## src/rtl/eseq_pkg.sv

```systemverilog
`timescale 1ns / 1ps
// ----------------------------------------------------------------------------
// eseq_pkg
// Types, character codes and helper functions shared by the escape decoder.
// ----------------------------------------------------------------------------
package eseq_pkg;

	localparam int CP_W    = 21;  // input code point width
	localparam int CHAR_W  = 32;  // decoded character width
	localparam int DIG_W   = 7;   // stored digit character width
	localparam int DIG_N   = 7;   // digits kept for a failed escape

	typedef enum logic [1:0] {
		MODE_IDLE = 2'd0,
		MODE_ESC  = 2'd1,
		MODE_HEX  = 2'd2
	} mode_t;

	typedef enum logic [1:0] {
		KIND_X  = 2'd0,
		KIND_U  = 2'd1,
		KIND_UU = 2'd2
	} kind_t;

	localparam logic [CP_W-1:0] CH_BSL = 21'h5C;
	localparam logic [CP_W-1:0] CH_X   = 21'h78;
	localparam logic [CP_W-1:0] CH_U   = 21'h75;
	localparam logic [CP_W-1:0] CH_UU  = 21'h55;
	localparam logic [CP_W-1:0] CH_0   = 21'h30;
	localparam logic [CP_W-1:0] CH_A   = 21'h61;
	localparam logic [CP_W-1:0] CH_B   = 21'h62;
	localparam logic [CP_W-1:0] CH_F   = 21'h66;
	localparam logic [CP_W-1:0] CH_N   = 21'h6E;
	localparam logic [CP_W-1:0] CH_R   = 21'h72;
	localparam logic [CP_W-1:0] CH_T   = 21'h74;
	localparam logic [CP_W-1:0] CH_V   = 21'h76;

	localparam logic [CHAR_W-1:0] CTL_NUL = 32'd0;
	localparam logic [CHAR_W-1:0] CTL_BEL = 32'd7;
	localparam logic [CHAR_W-1:0] CTL_BS  = 32'd8;
	localparam logic [CHAR_W-1:0] CTL_FF  = 32'd12;
	localparam logic [CHAR_W-1:0] CTL_LF  = 32'd10;
	localparam logic [CHAR_W-1:0] CTL_CR  = 32'd13;
	localparam logic [CHAR_W-1:0] CTL_HT  = 32'd9;
	localparam logic [CHAR_W-1:0] CTL_VT  = 32'd11;

	typedef struct packed {
		logic       ok;
		logic [3:0] d;
	} hex_t;

	// one queued item of work: optional failed-escape flush, then optional char
	typedef struct packed {
		logic                          flush;
		kind_t                         kind;
		logic [2:0]                    ndig;
		logic [DIG_N-1:0][DIG_W-1:0]   digits;
		logic                          has_char;
		logic [CHAR_W-1:0]             chr;
		logic                          eos;
	} job_t;

	function automatic hex_t hex_decode(input logic [CP_W-1:0] c);
		hex_t r;
		r.ok = 1'b0;
		r.d  = c[3:0];
		if (c inside {[21'h30:21'h39]}) begin
			r.ok = 1'b1;
		end else if (c inside {[21'h61:21'h66], [21'h41:21'h46]}) begin
			r.ok = 1'b1;
			r.d  = c[3:0] + 4'd9;
		end
		return r;
	endfunction

	function automatic logic [CHAR_W-1:0] kind_letter(input kind_t k);
		logic [CHAR_W-1:0] r;
		case (k)
			KIND_X:  r = {11'd0, CH_X};
			KIND_U:  r = {11'd0, CH_U};
			default: r = {11'd0, CH_UU};
		endcase
		return r;
	endfunction

	function automatic logic [3:0] kind_digits(input kind_t k);
		logic [3:0] r;
		case (k)
			KIND_X:  r = 4'd2;
			KIND_U:  r = 4'd4;
			default: r = 4'd8;
		endcase
		return r;
	endfunction

endpackage

```

## src/rtl/eseq_ifs.sv

```systemverilog
`timescale 1ns / 1ps
// ----------------------------------------------------------------------------
// eseq channel interfaces
// Valid/ready channels for input characters and decoded results.
// ----------------------------------------------------------------------------
interface eseq_in_if;
	logic                       valid;
	logic                       ready;
	logic [eseq_pkg::CP_W-1:0]  code_point;
	logic                       end_of_string;

	modport source (output valid, output code_point, output end_of_string, input ready);
	modport sink   (input valid, input code_point, input end_of_string, output ready);
endinterface

interface eseq_out_if;
	logic                         valid;
	logic                         ready;
	logic [eseq_pkg::CHAR_W-1:0]  decoded_char;
	logic                         string_done;
	logic                         last_of_run;

	modport source (output valid, output decoded_char, output string_done,
		output last_of_run, input ready);
	modport sink   (input valid, input decoded_char, input string_done,
		input last_of_run, output ready);
endinterface

```

## src/rtl/escape_sequence_decoder.sv

```systemverilog
`timescale 1ns / 1ps
// ----------------------------------------------------------------------------
// escape_sequence_decoder
// Backslash escape decoder over a stream of code points, with hex escapes.
// ----------------------------------------------------------------------------
// channel | dir | fields                                     | moves
// text    | in  | code_point[20:0], end_of_string            | one char per item
// result  | out | decoded_char[31:0], string_done, last_of_run | one char per item
//
// the front takes one input item per cycle while the work queue has room
// the back sends one result per cycle while the receiver takes it; a failed hex
// escape gives up to 9 results from one item, the queue takes in further items
// during such a burst and then the input stalls until the back has caught up
// an accepted input item is written into the queue, then into the output register
// reset clears escape state, the queue and the output valid flag at once
// a stalled result holds the back; the front keeps going until the queue fills
module escape_sequence_decoder #(
	parameter int QUEUE_DEPTH = 4
) (
	input  logic        clk,
	input  logic        arst_n,
	eseq_in_if.sink     text,
	eseq_out_if.source  result
);

	logic            push, pop, q_full, q_not_empty;
	eseq_pkg::job_t  push_job, head;

	eseq_front u_front (
		.clk    (clk),
		.arst_n (arst_n),
		.text   (text),
		.q_full (q_full),
		.push   (push),
		.job    (push_job)
	);

	eseq_queue #(
		.DEPTH (QUEUE_DEPTH)
	) u_queue (
		.clk       (clk),
		.arst_n    (arst_n),
		.push      (push),
		.push_job  (push_job),
		.pop       (pop),
		.full      (q_full),
		.not_empty (q_not_empty),
		.head      (head)
	);

	eseq_back u_back (
		.clk       (clk),
		.arst_n    (arst_n),
		.not_empty (q_not_empty),
		.head      (head),
		.pop       (pop),
		.result    (result)
	);

endmodule

```

## src/rtl/eseq_front.sv

```systemverilog
`timescale 1ns / 1ps
// ----------------------------------------------------------------------------
// eseq_front
// Accepts characters, tracks the escape state and queues the work to emit.
// ----------------------------------------------------------------------------
module eseq_front (
	input  logic               clk,
	input  logic               arst_n,
	eseq_in_if.sink            text,
	input  logic               q_full,
	output logic               push,
	output eseq_pkg::job_t     job
);

	eseq_pkg::mode_t                                     mode_q, mode_n;
	eseq_pkg::kind_t                                     kind_q, kind_n;
	logic [2:0]                                          cnt_q, cnt_n;
	logic [eseq_pkg::CHAR_W-1:0]                         hexv_q, hexv_n;
	logic [eseq_pkg::DIG_W-1:0]                          store_q [eseq_pkg::DIG_N];
	logic [eseq_pkg::DIG_N-1:0][eseq_pkg::DIG_W-1:0]     digits_w;
	logic                                                store_we;
	logic                                                emit;
	logic                                                acc;
	logic [eseq_pkg::CP_W-1:0]                           c;
	logic                                                eos;
	eseq_pkg::hex_t                                      hv;

	assign text.ready = !q_full;
	assign acc        = text.valid && text.ready;
	assign c          = text.code_point;
	assign eos        = text.end_of_string;
	assign hv         = eseq_pkg::hex_decode(c);
	assign push       = acc && emit;

	// buffered digits including the one written by this item
	always_comb begin
		for (int i = 0; i < eseq_pkg::DIG_N; i++) begin
			digits_w[i] = (store_we && cnt_q == 3'(i)) ? c[eseq_pkg::DIG_W-1:0] : store_q[i];
		end
	end

	always_comb begin
		mode_n       = mode_q;
		kind_n       = kind_q;
		cnt_n        = cnt_q;
		hexv_n       = hexv_q;
		store_we     = 1'b0;
		emit         = 1'b0;
		job          = '0;
		job.kind     = kind_q;
		job.ndig     = cnt_q;
		job.digits   = digits_w;
		job.chr      = {11'd0, c};
		job.eos      = eos;
		case (mode_q)
			eseq_pkg::MODE_ESC: begin
				mode_n       = eseq_pkg::MODE_IDLE;
				emit         = 1'b1;
				job.has_char = 1'b1;
				case (c)
					eseq_pkg::CH_0: job.chr = eseq_pkg::CTL_NUL;
					eseq_pkg::CH_A: job.chr = eseq_pkg::CTL_BEL;
					eseq_pkg::CH_B: job.chr = eseq_pkg::CTL_BS;
					eseq_pkg::CH_F: job.chr = eseq_pkg::CTL_FF;
					eseq_pkg::CH_N: job.chr = eseq_pkg::CTL_LF;
					eseq_pkg::CH_R: job.chr = eseq_pkg::CTL_CR;
					eseq_pkg::CH_T: job.chr = eseq_pkg::CTL_HT;
					eseq_pkg::CH_V: job.chr = eseq_pkg::CTL_VT;
					eseq_pkg::CH_X, eseq_pkg::CH_U, eseq_pkg::CH_UU: begin
						// escape letter on the last char stays a literal
						if (!eos) begin
							emit         = 1'b0;
							job.has_char = 1'b0;
							kind_n       = (c == eseq_pkg::CH_X) ? eseq_pkg::KIND_X :
								(c == eseq_pkg::CH_U) ? eseq_pkg::KIND_U : eseq_pkg::KIND_UU;
							cnt_n        = 3'd0;
							hexv_n       = '0;
							mode_n       = eseq_pkg::MODE_HEX;
						end
					end
					default: ;
				endcase
			end
			eseq_pkg::MODE_HEX: begin
				if (!hv.ok) begin
					// failed escape: flush literals, then handle the char fresh
					job.flush = 1'b1;
					emit      = 1'b1;
					mode_n    = eseq_pkg::MODE_IDLE;
					cnt_n     = 3'd0;
					if (c == eseq_pkg::CH_BSL && !eos) begin
						mode_n = eseq_pkg::MODE_ESC;
					end else begin
						job.has_char = 1'b1;
					end
				end else begin
					hexv_n = {hexv_q[eseq_pkg::CHAR_W-5:0], hv.d};
					if ({1'b0, cnt_q} + 4'd1 >= eseq_pkg::kind_digits(kind_q)) begin
						emit         = 1'b1;
						job.has_char = 1'b1;
						job.chr      = hexv_n;
						mode_n       = eseq_pkg::MODE_IDLE;
						cnt_n        = 3'd0;
					end else begin
						store_we = 1'b1;
						cnt_n    = cnt_q + 3'd1;
						if (eos) begin
							emit      = 1'b1;
							job.flush = 1'b1;
							job.ndig  = cnt_q + 3'd1;
						end
					end
				end
			end
			default: begin
				if (c == eseq_pkg::CH_BSL && !eos) begin
					mode_n = eseq_pkg::MODE_ESC;
				end else begin
					emit         = 1'b1;
					job.has_char = 1'b1;
				end
			end
		endcase
		if (eos) begin
			mode_n = eseq_pkg::MODE_IDLE;
			cnt_n  = 3'd0;
		end
	end

	always_ff @(posedge clk or negedge arst_n) begin
		if (!arst_n) begin
			mode_q <= eseq_pkg::MODE_IDLE;
			kind_q <= eseq_pkg::KIND_X;
			cnt_q  <= 3'd0;
		end else if (acc) begin
			mode_q <= mode_n;
			kind_q <= kind_n;
			cnt_q  <= cnt_n;
		end
	end

	always_ff @(posedge clk) begin
		if (acc) begin
			hexv_q <= hexv_n;
		end
		if (acc && store_we) begin
			store_q[cnt_q] <= c[eseq_pkg::DIG_W-1:0];
		end
	end

endmodule

```

## src/rtl/eseq_queue.sv

```systemverilog
`timescale 1ns / 1ps
// ----------------------------------------------------------------------------
// eseq_queue
// Small register queue of work items between the front and back parts.
// ----------------------------------------------------------------------------
module eseq_queue #(
	parameter int DEPTH = 4
) (
	input  logic            clk,
	input  logic            arst_n,
	input  logic            push,
	input  eseq_pkg::job_t  push_job,
	input  logic            pop,
	output logic            full,
	output logic            not_empty,
	output eseq_pkg::job_t  head
);

	localparam int PW = (DEPTH > 1) ? $clog2(DEPTH) : 1;
	localparam int CW = $clog2(DEPTH + 1);

	eseq_pkg::job_t  mem_q [DEPTH];
	logic [PW-1:0]   wr_q, rd_q;
	logic [CW-1:0]   cnt_q;

	assign full      = (cnt_q == CW'(DEPTH));
	assign not_empty = (cnt_q != '0);
	assign head      = mem_q[rd_q];

	always_ff @(posedge clk or negedge arst_n) begin
		if (!arst_n) begin
			wr_q  <= '0;
			rd_q  <= '0;
			cnt_q <= '0;
		end else begin
			if (push) begin
				wr_q <= (wr_q == PW'(DEPTH - 1)) ? '0 : wr_q + 1'b1;
			end
			if (pop) begin
				rd_q <= (rd_q == PW'(DEPTH - 1)) ? '0 : rd_q + 1'b1;
			end
			if (push && !pop) begin
				cnt_q <= cnt_q + 1'b1;
			end else if (pop && !push) begin
				cnt_q <= cnt_q - 1'b1;
			end
		end
	end

	always_ff @(posedge clk) begin
		if (push) begin
			mem_q[wr_q] <= push_job;
		end
	end

endmodule

```

## src/rtl/eseq_back.sv

```systemverilog
`timescale 1ns / 1ps
// ----------------------------------------------------------------------------
// eseq_back
// Walks queued work items, sending their characters one per cycle while ready.
// ----------------------------------------------------------------------------
module eseq_back (
	input  logic            clk,
	input  logic            arst_n,
	input  logic            not_empty,
	input  eseq_pkg::job_t  head,
	output logic            pop,
	eseq_out_if.source      result
);

	logic [3:0]                   idx_q;
	logic                         is_letter, is_digit, last, load;
	logic [2:0]                   dsel;
	logic [eseq_pkg::CHAR_W-1:0]  value;
	logic                         ov_q;
	logic [eseq_pkg::CHAR_W-1:0]  char_q;
	logic                         done_q, last_q;

	// sequence per flush item: letter, digits 1..ndig, then the char if any
	assign is_letter = head.flush && (idx_q == 4'd0);
	assign is_digit  = head.flush && (idx_q != 4'd0) && (idx_q <= {1'b0, head.ndig});
	assign dsel      = idx_q[2:0] - 3'd1;
	assign last      = head.has_char ? !(is_letter || is_digit)
		: (idx_q == {1'b0, head.ndig});

	always_comb begin
		if (is_letter) begin
			value = eseq_pkg::kind_letter(head.kind);
		end else if (is_digit) begin
			value = {25'd0, head.digits[dsel]};
		end else begin
			value = head.chr;
		end
	end

	assign load = not_empty && (!ov_q || result.ready);
	assign pop  = load && last;

	assign result.valid        = ov_q;
	assign result.decoded_char = char_q;
	assign result.string_done  = done_q;
	assign result.last_of_run  = last_q;

	always_ff @(posedge clk or negedge arst_n) begin
		if (!arst_n) begin
			idx_q <= 4'd0;
			ov_q  <= 1'b0;
		end else begin
			if (load) begin
				idx_q <= last ? 4'd0 : idx_q + 4'd1;
				ov_q  <= 1'b1;
			end else if (result.ready) begin
				ov_q  <= 1'b0;
			end
		end
	end

	always_ff @(posedge clk) begin
		if (load) begin
			char_q <= value;
			done_q <= last && head.eos;
			last_q <= last;
		end
	end

endmodule

```

## src/flat_wrapper.sv

```systemverilog
// flat-port wrapper written by rule: the top's interface ports become plain ports
module escape_sequence_decoder_flat 
#(
	parameter int QUEUE_DEPTH = 4
)
  (clk, arst_n, text_valid, text_code_point, text_end_of_string, text_ready, result_valid, result_decoded_char, result_string_done, result_last_of_run, result_ready);
  eseq_in_if text_i ();
  eseq_out_if result_i ();
  input  logic clk;
  input  logic arst_n;
  input wire logic [$bits(text_i.valid)-1:0] text_valid;
  input wire logic [$bits(text_i.code_point)-1:0] text_code_point;
  input wire logic [$bits(text_i.end_of_string)-1:0] text_end_of_string;
  output wire logic [$bits(text_i.ready)-1:0] text_ready;
  output wire logic [$bits(result_i.valid)-1:0] result_valid;
  output wire logic [$bits(result_i.decoded_char)-1:0] result_decoded_char;
  output wire logic [$bits(result_i.string_done)-1:0] result_string_done;
  output wire logic [$bits(result_i.last_of_run)-1:0] result_last_of_run;
  input wire logic [$bits(result_i.ready)-1:0] result_ready;
  assign text_i.valid = text_valid;
  assign text_i.code_point = text_code_point;
  assign text_i.end_of_string = text_end_of_string;
  assign text_ready = text_i.ready;
  assign result_valid = result_i.valid;
  assign result_decoded_char = result_i.decoded_char;
  assign result_string_done = result_i.string_done;
  assign result_last_of_run = result_i.last_of_run;
  assign result_i.ready = result_ready;
  escape_sequence_decoder #(.QUEUE_DEPTH(QUEUE_DEPTH)) u_core (.clk(clk), .arst_n(arst_n), .text(text_i), .result(result_i));
endmodule
```

## config.mk

```make
export PLATFORM = sky130hd
export DESIGN_NAME = escape_sequence_decoder_flat
export DESIGN_NICKNAME = d
export VERILOG_FILES = /design/src/rtl/eseq_pkg.sv /design/src/rtl/eseq_ifs.sv /design/src/rtl/escape_sequence_decoder.sv /design/src/rtl/eseq_front.sv /design/src/rtl/eseq_queue.sv /design/src/rtl/eseq_back.sv /design/src/flat_wrapper.sv
export SDC_FILE = /design/constraint.sdc
export NUM_CORES = 1
export LEC_CHECK = 0
export BUFFER_PORTS_ARGS = -buffer_cell sky130_fd_sc_hd__buf_2
export CAP_MARGIN = 20
export CORE_ASPECT_RATIO = 0.6
export CORE_MARGIN = 2
export CORE_UTILIZATION = 55
export DETAILED_ROUTE_END_ITERATION = 10
export PLACE_DENSITY = 0.7
export REMOVE_ABC_BUFFERS = 1
export SETUP_SLACK_MARGIN = 0.15
export SYNTH_ARGS = -nofsm -noshare
export SYNTH_HDL_FRONTEND = slang
export SYNTH_SLANG_ARGS = --single-unit
```

## constraint.sdc

```tcl
create_clock -name clk -period 5.33 [get_ports clk]
set_input_delay 0.533 -clock clk [delete_from_list [all_inputs] [get_ports clk]]
set_output_delay 0.533 -clock clk [all_outputs]
set_load 0.02 [all_outputs]
```

==> out/qor.yml <==
routing:
  drt_iter0_drc: 1406
  wl_um: 45000
  antenna_left: 0
  dr.pass1.iters: 5
  drc_errors: 0
  viasPerCell: 6.34
  avgRoutedWirePerCell_um: 26.9
  vias: 10603
power:
  p_int_uw: 8300
  ir_drop_v: 0.000348
  total_power_uw: 12100
  pwr-share-seq_pct: 44.3
  p_switching_uw: 3820
  power_frac_clock_pct: 25.2
  power.leakage_uw: 0.00747
  p_comb_share_pct: 30.4
  swShare_pct: 31.5
  p_per_area_mw_per_mm2: 540
synthesis:
  syn-cell-area_sq_mm: 0.0202
  yosysUniqueCellTypes: 69
  seq_area_frac_synth_pct: 71.9
  synth_warnings: 0
  synth_edf_count: 467
  syn_inst: 1087
  avgSynthCellArea_sq_um: 18.5
  ys_ff_latch: 486
  synthArstFlopShare_pct: 3.91
  synth_ff_type: "edfxtp_1"
worst_setup_path:
  critical_path_class: "flop to flop"
  cp.arrival_ns: 4.79
  critPathCaptureType: "flop"
  timing.rr.start: "u_core.u_queue.rd_q[0]$_DFFE_PN0P_"
  crit_slowest_cell: "dfrtp_4"
  cp_top_family: "compound AO/OA/AOI/OAI gates"
  critPathMaxStageDelay_ns: 0.71
  cp_max_fo: 20
  r2r_slack_ns: 0.98
  path_cells: "mux4_2 -> ha_1 -> nand4_1 -> a21boi_0 -> o211ai_1 -> a21oi_1 -> inv_1 -> ha_1 -> inv_1 -> fa_1 -> mux2_2"
  r2r_cells: 11
  cp.buffers_inverters: 2
  worstReg2RegEnd: "u_core.u_queue.cnt_q[1]$_DFFE_PN0P_"
  cp.required_ns: 5.77
  startpoint_type: "flop"
placed_design:
  dpl-instance-area_sq_mm: 0.0210
  gp_congestion: 0.928
  dpl_worst_slack_ns: 0.962
  dpl.hpwl_um: 29500
  io_buffers: 61
sta:
  fin_crit_sh_pct: 81.6
  slew_headroom_pct: 33.0
  max_freq_mhz: 230
  finClkSkew_ns: 0.0151
  slew_violations: 0
  grt_setup_unrepaired: "false"
  setup_tns_ns: 0
  fin_hold_ws_ns: 0.246
  hold_violations: 0
  setup_slack_ns: 0.981
  tightest_slew_ns: 0.997
  setup-violations-final: 0
  finalCriticalPeriod_ns: 4.35
floorplanning:
  rows: 54
  pin_count: 62
  die_area_sq_mm: 0.0382
  die_w_um: 251
  core_sq_mm: 0.0362
  start_util_pct: 55.7
  fp.dieH_um: 152
grt:
  grt_start_max_net_pins: 52
  antenna_found_initial: 0
  grt_pass1_vias: 10184
  grt_pass1_wl_um: 67600
  grt_util_all_layers_pct: 24.1
  grt-ovfl-total: 0
layout:
  area_growth_pct: 11.3
  final_cell_mix: "edfxtp_1 (467), mux4_2 (95), mux2_2 (62), buf_2 (61), clkbuf_16 (45)"
  final_common_cell: "edfxtp_1"
  fillers: 2554
  final_nets: 1213
  design_area_sq_mm: 0.0224
  drive_gt1_share_pct: 27.0
worst_hold_path:
  hold_class: "primary input to flop"
  min_from: "result_ready"
  whs_path_depth: 4
  hold-path-endpoint: "u_core.u_back.result.valid$_DFFE_PN0P_"
clocking:
  cts_max_level: 2
  cts_buffers: 44
  clk_pin_slew_worst_paths_ns: 0.06
  cts_root_buf: "clkbuf_16"
  cts.sinks: 486
  clockBufferDepth: 3
  tritoncts: "done"
  cts_setup_buffers: 0
  clock_latency_ns: 0.56
job:
  cap_violations: 0
outcome:
  status: "complete, no violations"
[flip-flops by register name (all words and copies together) (netlist names)]
signal / flops
u_core.u_back.idx_q: 4
u_core.u_back.result.decoded_char: 32
u_core.u_front.store_q: 49
u_core.u_queue.cnt_q: 3
u_core.u_front.mode_q: 2
u_core.u_back.result.valid: 1
u_core.u_queue.wr_q: 2
u_core.u_front.hexv_q: 28
u_core.u_back.result.string_done: 1
u_core.u_front.kind_q: 2
u_core.u_queue.rd_q: 2
u_core.u_back.result.last_of_run: 1
u_core.u_queue.mem_q: 356
u_core.u_front.cnt_q: 3
[how the worst max path moves through the flow]
| stage | startpoint | slack [ns] | endpoint | cells past startpoint |
|---|---|---|---|---|
| finish | u_core.u_queue.rd_q[0]$_DFFE_PN0P_ | 0.98 | u_core.u_queue.cnt_q[1]$_DFFE_PN0P_ | 11 |
| global route | u_core.u_queue.rd_q[0]$_DFFE_PN0P_ | 0.61 | u_core.u_queue.cnt_q[1]$_DFFE_PN0P_ | 13 |
| CTS | u_core.u_queue.rd_q[0]$_DFFE_PN0P_ | 0.96 | u_core.u_queue.cnt_q[1]$_DFFE_PN0P_ | 11 |
| detailed placement | u_core.u_queue.rd_q[0]$_DFFE_PN0P_ | 0.96 | u_core.u_queue.cnt_q[1]$_DFFE_PN0P_ | 11 |
| global placement | u_core.u_queue.rd_q[0]$_DFFE_PN0P_ | 1.11 | u_core.u_queue.cnt_q[1]$_DFFE_PN0P_ | 13 |
| floorplan | u_core.u_queue.rd_q[0]$_DFFE_PN0P_ | -1.53 | u_core.u_back.result.decoded_char[3]$_DFFE_PP_ | 8 |
[area by class of cell]
| class | instances | area (sq um) | area share (%) |
|---|---|---|---|
| Sequential cell | 486 | 14500 | 64.7 |
| Multi-Input combinational cell | 515 | 5310 | 23.7 |
| Clock buffer | 59 | 1180 | 5.26 |
| Tap cell | 476 | 596 | 2.66 |
| Timing Repair Buffer | 84 | 531 | 2.37 |
| Clock inverter | 22 | 190 | 0.848 |
| Inverter | 30 | 113 | 0.502 |
| Antenna cell | 1 | 2.50 | 0.0112 |
[what timing repair did]
item                                   in CTS  in global routing
hold buffers                                1                  0
endpoints found under the hold margin      19                  0
gates resized for setup                     0                  0
[through the flow]
step / instances / util [%]
final: 1673 / 61.9
after global placement: 1590 / 58.1
after detailed placement: 1590 / 58.1
after floorplan: 1031 / -
after CTS: 1672 / 61.9
after global routing: 1672 / 61.9
[worst register-to-register path: stages (launching register included)]
cell      delay [ns]
dfrtp_4         0.71
mux4_2          0.57
ha_1            0.29
nand4_1         0.10
a21boi_0        0.63
o211ai_1        0.31
a21oi_1         0.44
inv_1           0.17
ha_1            0.26
inv_1           0.08
fa_1            0.40
mux2_2          0.28
[synth_stat cells (9+ instances only)]
cell	n	area share, %
a21oi_1	12	0.30
a22o_1	17	0.74
a22oi_1	9	0.34
and2_1	31	0.96
and3_1	15	0.47
buf_2	10	0.25
clkbuf_1	35	0.65
dfrtp_1	19	2.4
edfxtp_1	467	70
ha_1	25	1.6
inv_1	28	0.52
mux2_2	62	3.5
mux4_2	95	11
nand2_1	38	0.71
nand3_1	15	0.37
nand4_1	10	0.31
nor2_1	27	0.50
nor2b_1	26	0.81
o211ai_1	12	0.45
o21ai_0	18	0.45
[cells by family after synthesis]
group,share of synthesized area [%]
flops,71.9
simple gates,5.88
mux,14.4
compound gates,4.02
buf+inv,1.83
fa+ha+maj,1.65
xor+xnor,0.304
[power by group through the flow]
| stage | registers [uW] | clock network [uW] | logic (uW) |
|---|---|---|---|
| floorplan | 5800 | 0 | 2210 |
| global placement | 5420 | 0 | 3660 |
| detailed placement | 5450 | 0 | 3690 |
| CTS | 5380 | 3090 | 3710 |
| global route | 5440 | 3250 | 3990 |
| finish | 5370 | 3060 | 3690 |
[layer usage]
metal / up-vias / part of all wire (%) / GRT usage [%]
li1: 4545 / - / -
met1: 5445 / 46 / 41.0
met2: 562 / 39 / 29.7
met3: 51 / 14 / 8.92
met4: 0 / 1.2 / 3.71
met5: - / 0 / 0
Power figures use the tool's default switching activity.
